<file path="config.mk">
export PLATFORM = sky130hd
export DESIGN_NAME = serial_frame_builder
export DESIGN_NICKNAME = d
export VERILOG_FILES = /design/src/rtl/sfb_pkg.sv /design/src/rtl/sfb_front.sv /design/src/rtl/sfb_queue.sv /design/src/rtl/sfb_back.sv /design/src/rtl/serial_frame_builder.sv
export SDC_FILE = /design/constraint.sdc
export NUM_CORES = 1
export LEC_CHECK = 0
export BUFFER_PORTS_ARGS = -buffer_cell sky130_fd_sc_hd__buf_2
export CORE_UTILIZATION = 25
export DETAILED_ROUTE_END_ITERATION = 7
export SYNTH_ARGS = -nofsm -noshare
export SYNTH_HDL_FRONTEND = slang
export SYNTH_SLANG_ARGS = --single-unit
</file>
<file path="constraint.sdc">
create_clock -name clock -period 12.9 [get_ports clock]
set_input_delay 0 -clock clock [delete_from_list [all_inputs] [get_ports clock]]
set_output_delay 0 -clock clock [all_outputs]
set_load 0.02 [all_outputs]
</file>
<file path="src/rtl/sfb_pkg.sv">
package sfb_pkg;

   // request kinds, carried on req_tuser
   localparam logic [1:0] ACT_BINARY  = 2'd0;
   localparam logic [1:0] ACT_TEXT    = 2'd1;
   localparam logic [1:0] ACT_PAYLOAD = 2'd2;

   localparam logic [7:0] SYNC_A    = 8'd254;
   localparam logic [7:0] SYNC_B    = 8'd1;
   localparam logic [7:0] SYNC_C    = 8'd255;
   localparam logic [7:0] TEXT_ID_A = 8'd241;
   localparam logic [7:0] TEXT_ID_B = 8'd1;
   localparam logic [7:0] BYTE_CR   = 8'd13;
   localparam logic [7:0] BYTE_LF   = 8'd10;
   localparam logic [7:0] BYTE_ZERO = 8'd0;

   // SYNC_A + SYNC_B + SYNC_C, mod 256
   localparam logic [7:0] SYNC_SUM = 8'd254;

   localparam int REQ_DATA_W = 40;
   localparam int REQ_USER_W = 2;

   // byte positions inside one job; payload jobs begin at POS_DATA
   localparam int          POS_W     = 4;
   localparam logic [3:0]  POS_SYNC_A = 4'd0;
   localparam logic [3:0]  POS_SYNC_B = 4'd1;
   localparam logic [3:0]  POS_SYNC_C = 4'd2;
   localparam logic [3:0]  POS_ID_A   = 4'd3;
   localparam logic [3:0]  POS_ID_B   = 4'd4;
   localparam logic [3:0]  POS_LEN_LO = 4'd5;
   localparam logic [3:0]  POS_DATA   = 4'd6;
   localparam logic [3:0]  POS_SUM    = 4'd7;
   localparam logic [3:0]  POS_CR     = 4'd8;
   localparam logic [3:0]  POS_LF     = 4'd9;

   localparam int QDEPTH = 4;
   localparam int QPTR_W = $clog2(QDEPTH);
   localparam int QCNT_W = $clog2(QDEPTH + 1);

   typedef struct packed {
      logic        payload;   // 1: payload byte, 0: frame start
      logic        text;
      logic        last;      // tail follows this job
      logic [7:0]  msg_class;
      logic [7:0]  msg_index;
      logic [15:0] payload_len;
      logic [7:0]  data_byte;
      logic [7:0]  sum;       // checksum as of the end of this job
   } job_type;

endpackage

</file>
<file path="src/rtl/sfb_front.sv">
module sfb_front (
   input  logic                         clock,
   input  logic                         reset,
   input  logic                         req_tvalid,
   output logic                         req_tready,
   // msg_class[7:0], msg_index[15:8], payload_len[31:16], data_byte[39:32]
   input  logic [sfb_pkg::REQ_DATA_W-1:0] req_tdata,
   // action[1:0]
   input  logic [sfb_pkg::REQ_USER_W-1:0] req_tuser,
   input  logic                         q_full,
   output logic                         push,
   output sfb_pkg::job_type             push_job
);

   logic        frame_open_ff, frame_open_in;
   logic        text_mode_ff, text_mode_in;
   logic [15:0] bytes_left_ff, bytes_left_in;
   logic [7:0]  running_sum_ff, running_sum_in;

   logic        accept;
   logic [7:0]  msg_class, msg_index, data_byte;
   logic [15:0] payload_len;
   logic [15:0] left_dec;
   logic [7:0]  hdr_sum, pay_sum;

   assign req_tready  = !q_full;
   assign accept      = req_tvalid && req_tready;
   assign msg_class   = req_tdata[7:0];
   assign msg_index   = req_tdata[15:8];
   assign payload_len = req_tdata[31:16];
   assign data_byte   = req_tdata[39:32];

   assign hdr_sum  = sfb_pkg::SYNC_SUM + msg_class + msg_index
                     + payload_len[7:0] + payload_len[15:8];
   assign pay_sum  = running_sum_ff + data_byte;
   assign left_dec = bytes_left_ff - 16'd1;

   always_comb begin
      frame_open_in  = frame_open_ff;
      text_mode_in   = text_mode_ff;
      bytes_left_in  = bytes_left_ff;
      running_sum_in = running_sum_ff;
      push           = 1'b0;
      push_job             = '0;
      push_job.msg_class   = msg_class;
      push_job.msg_index   = msg_index;
      push_job.payload_len = payload_len;
      push_job.data_byte   = data_byte;
      if (accept) begin
         case (req_tuser)
            sfb_pkg::ACT_BINARY, sfb_pkg::ACT_TEXT: begin
               if (!frame_open_ff) begin
                  push          = 1'b1;
                  push_job.text = (req_tuser == sfb_pkg::ACT_TEXT);
                  push_job.last = (payload_len == 16'd0);
                  push_job.sum  = hdr_sum;
                  if (payload_len != 16'd0) begin
                     frame_open_in  = 1'b1;
                     text_mode_in   = (req_tuser == sfb_pkg::ACT_TEXT);
                     bytes_left_in  = payload_len;
                     running_sum_in = (req_tuser == sfb_pkg::ACT_TEXT) ? 8'd0 : hdr_sum;
                  end
               end
            end
            sfb_pkg::ACT_PAYLOAD: begin
               if (frame_open_ff) begin
                  push             = 1'b1;
                  push_job.payload = 1'b1;
                  push_job.text    = text_mode_ff;
                  push_job.last    = (left_dec == 16'd0);
                  push_job.sum     = pay_sum;
                  if (left_dec == 16'd0) begin
                     frame_open_in  = 1'b0;
                     text_mode_in   = 1'b0;
                     bytes_left_in  = 16'd0;
                     running_sum_in = 8'd0;
                  end else begin
                     bytes_left_in  = left_dec;
                     running_sum_in = text_mode_ff ? running_sum_ff : pay_sum;
                  end
               end
            end
            default: begin
            end
         endcase
      end
   end

   always_ff @(posedge clock) begin
      if (reset) begin
         frame_open_ff  <= 1'b0;
         text_mode_ff   <= 1'b0;
         bytes_left_ff  <= 16'd0;
         running_sum_ff <= 8'd0;
      end else begin
         frame_open_ff  <= frame_open_in;
         text_mode_ff   <= text_mode_in;
         bytes_left_ff  <= bytes_left_in;
         running_sum_ff <= running_sum_in;
      end
   end

   // an open frame always has payload outstanding
   a_open_has_bytes: assert property (@(posedge clock) disable iff (reset)
      frame_open_ff |-> (bytes_left_ff != 16'd0))
      else $error("open frame with no bytes left");

endmodule

</file>
<file path="src/rtl/sfb_queue.sv">
module sfb_queue (
   input  logic             clock,
   input  logic             reset,
   input  logic             push,
   input  sfb_pkg::job_type push_job,
   output logic             full,
   input  logic             pop,
   output logic             head_valid,
   output sfb_pkg::job_type head_job
);

   sfb_pkg::job_type            slot_ff [sfb_pkg::QDEPTH];
   logic [sfb_pkg::QPTR_W-1:0]  wr_ptr_ff, rd_ptr_ff;
   logic [sfb_pkg::QCNT_W-1:0]  count_ff;

   assign full       = (count_ff == sfb_pkg::QCNT_W'(sfb_pkg::QDEPTH));
   assign head_valid = (count_ff != '0);
   assign head_job   = slot_ff[rd_ptr_ff];

   always_ff @(posedge clock) begin
      if (push) begin
         slot_ff[wr_ptr_ff] <= push_job;
      end
   end

   always_ff @(posedge clock) begin
      if (reset) begin
         wr_ptr_ff <= '0;
         rd_ptr_ff <= '0;
         count_ff  <= '0;
      end else begin
         if (push) begin
            wr_ptr_ff <= wr_ptr_ff + 1'b1;
         end
         if (pop) begin
            rd_ptr_ff <= rd_ptr_ff + 1'b1;
         end
         if (push && !pop) begin
            count_ff <= count_ff + 1'b1;
         end else if (pop && !push) begin
            count_ff <= count_ff - 1'b1;
         end
      end
   end

   a_no_overflow: assert property (@(posedge clock) disable iff (reset)
      !(push && full))
      else $error("job pushed into full queue");

   a_no_underflow: assert property (@(posedge clock) disable iff (reset)
      !(pop && !head_valid))
      else $error("job popped from empty queue");

endmodule

</file>
<file path="src/rtl/sfb_back.sv">
module sfb_back (
   input  logic             clock,
   input  logic             reset,
   input  logic             head_valid,
   input  sfb_pkg::job_type head_job,
   output logic             pop,
   output logic             rsp_tvalid,
   input  logic             rsp_tready,
   output logic [7:0]       rsp_tdata,   // out_byte[7:0]
   output logic             rsp_tlast    // frame_end
);

   logic [sfb_pkg::POS_W-1:0] step_ff, step_in;
   logic [sfb_pkg::POS_W-1:0] pos;
   logic                      rsp_valid_ff, rsp_valid_in;
   logic [7:0]                rsp_data_ff;
   logic                      rsp_last_ff;
   logic                      load;
   logic                      job_done;
   logic                      frame_end;
   logic [7:0]                byte_out;

   assign pos = step_ff + (head_job.payload ? sfb_pkg::POS_DATA : sfb_pkg::POS_SYNC_A);

   always_comb begin
      case (pos)
         sfb_pkg::POS_SYNC_A: byte_out = sfb_pkg::SYNC_A;
         sfb_pkg::POS_SYNC_B: byte_out = sfb_pkg::SYNC_B;
         sfb_pkg::POS_SYNC_C: byte_out = sfb_pkg::SYNC_C;
         sfb_pkg::POS_ID_A:   byte_out = head_job.text ? sfb_pkg::TEXT_ID_A
                                                       : head_job.msg_class;
         sfb_pkg::POS_ID_B:   byte_out = head_job.text ? sfb_pkg::TEXT_ID_B
                                                       : head_job.msg_index;
         sfb_pkg::POS_LEN_LO: byte_out = head_job.payload_len[7:0];
         sfb_pkg::POS_DATA:   byte_out = head_job.payload ? head_job.data_byte
                                                          : head_job.payload_len[15:8];
         sfb_pkg::POS_SUM:    byte_out = head_job.text ? sfb_pkg::BYTE_ZERO : head_job.sum;
         sfb_pkg::POS_CR:     byte_out = sfb_pkg::BYTE_CR;
         sfb_pkg::POS_LF:     byte_out = sfb_pkg::BYTE_LF;
         default:             byte_out = sfb_pkg::BYTE_ZERO;
      endcase
   end

   // text frames end on the zero byte, binary frames on LF
   assign frame_end = ((pos == sfb_pkg::POS_SUM) && head_job.text) || (pos == sfb_pkg::POS_LF);
   assign job_done  = ((pos == sfb_pkg::POS_DATA) && !head_job.last) || frame_end;

   assign load = head_valid && (!rsp_valid_ff || rsp_tready);
   assign pop  = load && job_done;

   always_comb begin
      step_in      = step_ff;
      rsp_valid_in = rsp_valid_ff;
      if (load) begin
         rsp_valid_in = 1'b1;
         step_in      = job_done ? '0 : step_ff + 1'b1;
      end else if (rsp_tready) begin
         rsp_valid_in = 1'b0;
      end
   end

   always_ff @(posedge clock) begin
      if (reset) begin
         step_ff      <= '0;
         rsp_valid_ff <= 1'b0;
      end else begin
         step_ff      <= step_in;
         rsp_valid_ff <= rsp_valid_in;
      end
   end

   always_ff @(posedge clock) begin
      if (load) begin
         rsp_data_ff <= byte_out;
         rsp_last_ff <= frame_end;
      end
   end

   assign rsp_tvalid = rsp_valid_ff;
   assign rsp_tdata  = rsp_data_ff;
   assign rsp_tlast  = rsp_last_ff;

   a_pos_in_range: assert property (@(posedge clock) disable iff (reset)
      head_valid |-> (pos <= sfb_pkg::POS_LF))
      else $error("byte position past end of frame");

   a_end_pops: assert property (@(posedge clock) disable iff (reset)
      (load && frame_end) |-> pop)
      else $error("frame end without job retire");

endmodule

</file>
<file path="src/rtl/serial_frame_builder.sv">
// Serial frame builder: turns start and payload requests into frame bytes, one byte per
// response. A binary start (tuser 0) produces 254,1,255, msg_class, msg_index and the length
// low byte first; a text start (tuser 1) uses ids 241,1. Payload requests (tuser 2) pass their
// byte through. After the last payload byte a binary frame adds the 8-bit additive checksum,
// CR and LF; a text frame adds one zero byte. tlast marks the last byte of each frame. Starts
// while a frame is open, payload with no open frame and tuser 3 are taken and dropped. The
// byte sequencer emits one byte per cycle while the output does not stall, and the first byte of
// a request is offered once it has passed the job queue and the output register. A payload
// request occupies the sequencer for its data byte alone, so payload streams at one per cycle
// when the output does not stall; the last payload of a frame also emits the tail. A start
// request emits seven header bytes (eight or ten with zero length, tail included), and the
// 4-entry job queue in front of it keeps requests flowing while it works or the output stalls.
module serial_frame_builder (
   input  logic         clock,
   input  logic         reset,
   input  logic         req_tvalid,
   output logic         req_tready,
   // msg_class[7:0], msg_index[15:8], payload_len[31:16], data_byte[39:32]
   input  logic [sfb_pkg::REQ_DATA_W-1:0] req_tdata,
   // action[1:0]
   input  logic [sfb_pkg::REQ_USER_W-1:0] req_tuser,
   output logic         rsp_tvalid,
   input  logic         rsp_tready,
   // out_byte[7:0]
   output logic [7:0]   rsp_tdata,
   output logic         rsp_tlast
);

   logic             q_full;
   logic             push;
   sfb_pkg::job_type push_job;
   logic             pop;
   logic             head_valid;
   sfb_pkg::job_type head_job;

   sfb_front u_front (
      .clock      (clock),
      .reset      (reset),
      .req_tvalid (req_tvalid),
      .req_tready (req_tready),
      .req_tdata  (req_tdata),
      .req_tuser  (req_tuser),
      .q_full     (q_full),
      .push       (push),
      .push_job   (push_job)
   );

   sfb_queue u_queue (
      .clock      (clock),
      .reset      (reset),
      .push       (push),
      .push_job   (push_job),
      .full       (q_full),
      .pop        (pop),
      .head_valid (head_valid),
      .head_job   (head_job)
   );

   sfb_back u_back (
      .clock      (clock),
      .reset      (reset),
      .head_valid (head_valid),
      .head_job   (head_job),
      .pop        (pop),
      .rsp_tvalid (rsp_tvalid),
      .rsp_tready (rsp_tready),
      .rsp_tdata  (rsp_tdata),
      .rsp_tlast  (rsp_tlast)
   );

endmodule

</file>
* After elaboration in Yosys (flattened, before gate mapping)
Memories as Yosys holds them, arrays and structs flattened. A register that Yosys moved wholly into a read port is not among the register bits.
Index checks and enable logic that the tools add are counted.
Widths: inputs -> output; s select.
** Storage, ports and cells
- Bits in registers :: 47
- Bits in latches :: 0
- RAM bits :: 204
- ROM bits :: 0
- Input bits :: 46
- Output and inout bits :: 11
- Word-level logic and storage cells :: 120
- Memories :: 1
** Memories
- u_queue.slot_ff :: depth 4, bits a word 51, read ports 1, clocked after memory_dff 1, wr ports 1, line sfb_queue.sv:12 : sfb_pkg::job_type slot_ff [sfb_pkg::QDEPTH];
** Cells by class
- Add/sub/neg operators :: 12
- $mul :: 0
- Divide/modulo/power cells :: 0
- Magnitude comparators :: 0
- Eq/ne operators :: 17
- Shift-type cells :: 0
- Mux-type cells :: 50
- Bitwise gates (word level) :: 0
- Reductions and logical operators :: 29
** Operators with widths (number)
- $mux 8 :: 13
- $pmux 8 s10 :: 1
- $mux 16 :: 4
- $add 8x8->8 :: 4
- $logic_not 16->1 :: 2
- $pmux 16 s2 :: 1
- $pmux 8 s2 :: 2
- $eq 4x3->1 const B :: 4
- $mux 1 :: 16
- $reduce_bool 16->1 :: 1
- $sub 16x1->16 const B :: 1
- $mux 3 :: 5
- $reduce_and 6->1 :: 2
- $add 8x8->8 const A :: 1
- $eq 4x2->1 const B :: 2
- $eq 4x4->1 const B :: 2
- $logic_and 1x1->1 :: 7
- $mux 2 :: 3
- $ne 2x1->1 const B :: 3
- $pmux 1 s2 :: 3
- $reduce_bool 2->1 :: 3
- $logic_not 1->1 :: 5
- $reduce_and 5->1 :: 1
- $add 2x1->2 const B :: 2
- 18 further kinds :: 20

* Longest topological paths before layout
Gate-level depths: netlist of the first run.
- Depth after elaboration :: 10
- Gate-level depth with buffers :: 16
- Mapped depth without buffers :: 15

* Hierarchy
Synthesis of the first run repeated with hierarchy kept, for this count alone.
** Second synthesis, totals
- Cell total of the unflattened synthesis :: 870
- Area total of the unflattened synthesis :: 12321.8 µm²
** By module, submodules not included
- sfb_queue :: times used 1, cells each 311, area each 7848.8 µm², sequential area each 6306.0 µm²
- sfb_front :: times used 1, cells each 434, area each 3335.7 µm², sequential area each 520.5 µm²
- sfb_back :: times used 1, cells each 125, area each 1137.3 µm², sequential area each 370.4 µm²

* Worst setup path before layout of the first run
OpenSTA, ideal clock, no wires.
- Path kind :: register -> register
- From :: reg (tool-made name)
- To :: reg u_queue.count_ff[2] (netlist bit)
- Setup time :: 0.070 ns
- Data arrival time :: 3.963 ns
- Required time :: 12.830 ns
- Path slack :: 8.867 ns
- Stages on the path, launching flop included :: 17
- Buffers on the path :: 2
- Clock period less this slack :: 4.033 ns
- Cell sequence :: dfxtp_1 buf_2 mux4_2 clkbuf_1 ha_1 inv_1 fa_1 xor2_1 and4_1 o21a_1 o21ai_1 ha_1 inv_1 fa_1 xor2_1 or3_1 a21oi_1
** RTL lines
- to (signal assigned) :: line sfb_queue.sv:39 : count_ff <= count_ff + 1'b1;
- to (signal assigned) :: line sfb_queue.sv:41 : count_ff <= count_ff - 1'b1;
- to (decl) :: line sfb_queue.sv:14 : logic [sfb_pkg::QCNT_W-1:0] count_ff;

==> out/qor.txt, run 1 <==
RSZ-0062 raised after global routing = no
H-tree depth = 1
PD cells = 161 nW/um^2
Finished Layout Cells = 1538
die area = 47600 sq um
Setup Crit Path Kind = flop to flop
CTS tree = built
clk_lat worst skew = 0.56 ns
Worst Path Max Fanout = 51
final worst-path cycle share = 37.6%
Synth Area in XOR/XNOR = 2.10%
max_slew headroom = 30.8%
simple-gate share of the synthesized area = 7.70%
gp weighted congestion = 0.829
detailed router's first-iteration violation count = 547
Post-synth EDFFs = 213
Final Setup Violations = 0
Core ar. = 45800 sq um
Peak VDD IR = 0.0982 mV
fin nets = 1008
clk slew on worst S/H paths = 0.06 ns
mux contribution to synthesized area = 10.7%
largest family of logic cells by synthesized area = multiplexers
unique cell type count in the Yosys netlist = 68
IO Pins = 57
complex-gate fraction of the synthesized area = 8.42%
Worst Reg-to-Reg Cells = 15
global-route wire length before repair = 44200 um
CP startpoint kind = flop
DR pass1 iterations = 5
Syn. warnings = 0
die width = 218 um
Hold EP = u_queue.slot_ff[0][38]
slowest stage cell, crit path = buf_4
fin. max-slew vios = 0
post-DP HPWL = 19100 um
area share of the largest cell type after synthesis = 54.7%
Multi-input gate area = 4080 sq um
CTS max path bufs = 3
Placed Cells incl. Taps = 1443
initial core utilization = 25.5%
Place WS = 8.08 ns
final hold vios = 0
Mapped Area = 11700 sq um
layout overhead on the synthesized area = 19.3%
ys flop type = edfxtp_1
DRT met1 WL = 13400 um
clock root buffer = clkbuf_16
syn nets = 908
drt via density = 4.66
Total Routing Usage GR = 12.2%
asr flop ratio synth = 0%
layout cell share with drive strength beyond 1 = 19.1%
Top Layer Used = met4
post_cts resized = 0
clock sinks = 253
max incr delay on CP = 0.60 ns
critical path's top delay family = adder cells
cell chain of the critical path = buf_4 > mux4_2 > ha_1 > inv_1 > fa_1 > inv_1 > nand4b_1 > nor2_1 > o21ai_1 > ha_1 > inv_1 > fa_1 > xor2_1 > or3_1 > a21oi_1
Die Span Y = 218 um
post-route minimum period = 4.85 ns
leakage power total = 4.79 nW
crit end category = flop
detailed-route via count = 7165
Synth Area in Adders = 5.91%
DRC errors left = 0
WP buf/inv = 4
GRT overflow = 0
Setup Skew = 0.0203 ns
hold path cells = 2
diode count = 0
top cells by area, synth = edfxtp_1, mux4_2, dfxtp_1
Total Power = 2.25 mW
antenna violations before repair = 0
Worst-Margin Slew = 1.04 ns
Yosys top cell by area = edfxtp_1
Top cell by count, worst path = inv_1
Std-Cell Rows = 78
Worst EP required = 13.37 ns
hold crit path type = input port to flop
Detail Route Antenna Nets = 0
synthesized area per cell = 14.3 sq um
IO buf count = 56
pin count of the biggest net entering global routing = 52
R2R Path End = u_queue.count_ff[2]
reported max-cap violation count = 0
Reg area = 7200 sq um
total CTS buffers = 27
max frequency = 206 MHz
final setup margin = 8.05 ns
FILL cells = 4555
register area share after synthesis = 61.6%
Synth Register Bits = 253
Cells after Synth = 817
status = complete, no violations
overall routed net length = 28500 um
CP arrival = 5.33 ns
Fin Setup TNS = 0 ns
Avg WL per Cell = 18.5 um
hold_ws = 0.247 ns
FF-to-FF setup slack = 8.05 ns
min-delay src = req_tdata[14]
routed wl met2 = 13300 um
vias in the first global route = 7301
met3 wire len = 1460 um
[sequential cells by signal (all words and copies together), names as in the netlist, named ones only]
name	count
u_back.rsp_tdata	8
u_back.rsp_tlast	1
u_back.rsp_tvalid	1
u_back.step_ff	4
u_front.bytes_left_ff	16
u_front.frame_open_ff	1
u_front.running_sum_ff	8
u_front.text_mode_ff	1
u_queue.count_ff	3
u_queue.rd_ptr_ff	2
u_queue.slot_ff	204
u_queue.wr_ptr_ff	2
[worst max-delay path by stage]
| stage | endpoint | slack [ns] | cells past startpoint |
|---|---|---|---|
| after global placement | u_queue.count_ff[2] | 8.19 | 15 |
| after detailed placement | u_queue.count_ff[2] | 8.08 | 15 |
| final | u_queue.count_ff[2] | 8.05 | 15 |
| after CTS | u_queue.count_ff[2] | 8.05 | 15 |
| after global routing | u_queue.count_ff[2] | 7.71 | 15 |
| after floorplan | u_queue.count_ff[2] | 8.87 | 16 |
[routing by layer]
metal,track usage [%],vias up
met5,0,-
met3,1.82,31
li1,-,3306
met4,1.98,0
met1,17.4,3634
met2,19.7,194
[cell families after synthesis]
| family | after synthesis |
|---|---|
| AO/OA/AOI/OAI | 142 |
| XOR/XNOR | 28 |
| adder cells (fa/ha/maj) | 45 |
| AND/OR/NAND/NOR | 181 |
| multiplexers | 61 |
| buffers and inverters | 107 |
| flip-flops | 253 |
[synthesized netlist by cell type, drive strengths merged, types with 18 or more instances]
cell type  count
edfxtp       213
buf           18
dfxtp         40
xnor2         18
nand2         45
o21ai         28
ha            28
nor2          56
mux4          51
clkbuf        21
inv           68
a21oi         48
[what timing repair did]
item,in CTS,in global routing
endpoints found under the hold margin,174,0
setup buffers,0,0
hold buffers,45,0
[layout make-up]
| class | instances | area share, % |
|---|---|---|
| Clock buffer | 35 | 5.36 |
| Clock inverter | 15 | 0.798 |
| Inverter | 68 | 1.83 |
| Multi-Input combinational cell | 457 | 29.3 |
| Sequential cell | 253 | 51.6 |
| Tap cell | 600 | 5.38 |
| Timing Repair Buffer | 110 | 5.72 |
[layout by cell type, fill, tap and decap left out, types with 5 or more instances in the layout]
cell type      Yosys  final
a221oi_2           5      5
nand2b_1           9      9
xnor2_1           18     18
a21oi_1           45     44
fa_1              17     17
clkbuf_1          21      6
nor2_1            56     56
buf_2             12     56
edfxtp_1         213    213
mux2i_1           10     10
a211oi_1           5      5
ha_1              28     28
or3_1              6      6
clkbuf_16          0     29
mux4_2            51     51
a21o_1             5      5
dlygate4sd3_1      0     45
inv_1             68     68
a22oi_1            9      9
a31oi_1            8      8
nand2_1           45     45
nor4_1             6      6
nor3_1            15     15
nand4_1           10     10
dfxtp_1           40     38
o21ai_0           22     21
nand3_1            9      9
buf_4              0      9
xor2_1            10     10
o21ai_1            6      6
[through the flow]
stage	utilization, %	cell area [sq um]
after floorplan	-	11700
after global placement	27.6	12600
after detailed placement	27.6	12600
after CTS	30.5	13900
after global routing	30.5	13900
final	30.5	13900
[power breakdown]
part | internal, mW | switching (mW)
clock network | 0.417 | 0.331
registers | 0.961 | 0.0368
logic | 0.198 | 0.304
No activity file was read; power rests on OpenSTA's default activity.
==> run 2: changes to the inputs <==
- clock period: 12.9 -> 3.95 ns (I/O delays scaled with it)
==> run 2 against run 1 <==
  * Clock-buffer cell count down 1
  * Global-route usage is essentially flat
  * Sequential cell count did not move
  * Routed wire length is 1.4% higher
  * Sequential share of layout area down 0.92 points
  * Cell count increased by 0.65%
==> out/qor.txt, run 2 (same netlist as run 1, synthesis figures left out) <==
status = complete, no violations
most common cell after layout, fill and taps aside = edfxtp_1
sw power = 2.18 mW
Reg area = 7200 sq um
Detail Route Antenna Nets = 0
Worst Path Max Fanout = 9
Core ar. = 45800 sq um
Top cell by count, worst path = inv_1
Std-Cell Rows = 78
initial core utilization = 25.5%
Setup Skew = 0.0157 ns
FILL cells = 4491
max incr delay on CP = 0.49 ns
total CTS buffers = 28
hold path cells = 3
top flop regs = u_queue.slot_ff (204), u_front.bytes_left_ff (16)
gp weighted congestion = 0.817
die width = 218 um
final hold vios = 0
commonest cells after routing, fill and taps aside = edfxtp_1, inv_1, nor2_1, buf_2, mux4_2
Finished Layout Cells = 1548
Most flops, register = u_queue.slot_ff
Worst-Margin Slew = 1.08 ns
slowest stage cell, crit path = mux4_2
DRC errors left = 0
Worst EP required = 4.40 ns
clk slew on worst S/H paths = 0.06 ns
DR pass1 iterations = 7
P_int = 5.56 mW
final setup margin = 0.198 ns
drt via density = 4.58
leakage power total = 4.92 nW
Sw Share = 28.2%
detailed-route via count = 7085
pin count of the biggest net entering global routing = 52
clk_lat worst skew = 0.54 ns
reported max-cap violation count = 0
final worst-path cycle share = 95.0%
Die Span Y = 218 um
layout overhead on the synthesized area = 21.5%
overall routed net length = 28900 um
global-route wire length before repair = 44300 um
detailed router's first-iteration violation count = 670
IO buf count = 56
max_slew headroom = 28.2%
layout cell share with drive strength beyond 1 = 20.3%
IO Pins = 57
Setup Crit Path Kind = flop to flop
Gate power share = 21.9%
CP arrival = 4.21 ns
clock sinks = 253
Worst Reg-to-Reg Cells = 14
fin. max-slew vios = 0
CTS tree = built
Place WS = 0.136 ns
vias in the first global route = 7277
GRT overflow = 0
hold_ws = 0.0426 ns
CP startpoint kind = flop
Total Routing Usage GR = 12.2%
max frequency = 267 MHz
H-tree depth = 1
Peak VDD IR = 0.293 mV
post-DP HPWL = 19500 um
hold crit path type = input port to flop
PD cells = 545 nW/um^2
register share of total power = 41.9%
Multi-input gate area = 4090 sq um
cell chain of the critical path = mux4_2 > buf_4 > inv_1 > fa_1 > inv_1 > nor3_1 > o21a_1 > o21ai_2 > ha_1 > inv_1 > fa_1 > xor2_1 > or3_1 > a21oi_1
clock share of power = 36.2%
crit end category = flop
max reg flops = 204
CTS max path bufs = 3
fin nets = 1016
Core Util, Final = 31.0%
Placed Cells incl. Taps = 1449
clock root buffer = clkbuf_16
Avg WL per Cell = 18.7 um
post-route minimum period = 3.75 ns
die area = 47600 sq um
antenna violations before repair = 1
Final Setup Violations = 0
==> run 2: final cells by class <==
class | count | area share (%)
sequential | 253 | 50.7
clock inverter | 18 | 1.74
timing repair buffer | 117 | 6.36
multi-input combinational | 457 | 28.8
clock buffer | 34 | 5.31
inverter | 68 | 1.80
tap | 600 | 5.29
antenna | 1 | 0.0176
==> run 2: worst paths after layout <==
check / end / startpoint / slack, ns
worst max register to register: u_queue.count_ff[2] / u_queue.slot_ff[3][50] / 0.20
worst max-delay path: u_queue.count_ff[2] / u_queue.slot_ff[3][50] / 0.20
worst min-delay path: u_queue.slot_ff[0][49] / req_tvalid / 0.04
worst min register to register: u_front.running_sum_ff[4] / u_front.running_sum_ff[4] / 0.46
==> run 2: timing repair <==
action	in CTS	in global routing
setup endpoints to repair	0	1
buffers inserted	0	0
gates resized for setup	0	1
hold endpoints to repair	171	0
hold buffers	46	0
==> run 2: metal layers <==
metal	vias up	share of wire [%]	global-route usage, %
li1	3325	-	-
met1	3536	46	17.1
met2	188	48	20.1
met3	36	4.7	1.64
met4	0	1.5	2.47
met5	-	0	0
==> run 2: per-stage QoR <==
stage	total power, mW	cell area [sq um]	setup TNS (ns)
floorplan	4.43	11700	0
global route	8.09	14200	-0.0129
detailed placement	4.96	12700	0
global placement	4.94	12700	0
CTS	7.82	14200	0
finish	7.74	14200	0
==> run 2: power groups by stage <==
stage / sequential [mW] / clock [mW] / combinational (mW)
2_1_floorplan: 3.33 / 0 / 1.10
3_3_place_gp: 3.30 / 0 / 1.64
3_5_place_dp: 3.30 / 0 / 1.66
4_1_cts: 3.25 / 2.86 / 1.71
5_1_grt: 3.26 / 2.96 / 1.87
6_report: 3.24 / 2.80 / 1.70
==> run 2: critical path, delay by kind of cell (launching register included) <==
family	cells	cell delay (ns)
fa+ha+maj	3	1.07
xor+xnor	1	0.18
flops	1	0.37
buf+inv	4	0.56
compound gates	3	0.60
mux	1	0.49
simple gates	2	0.39
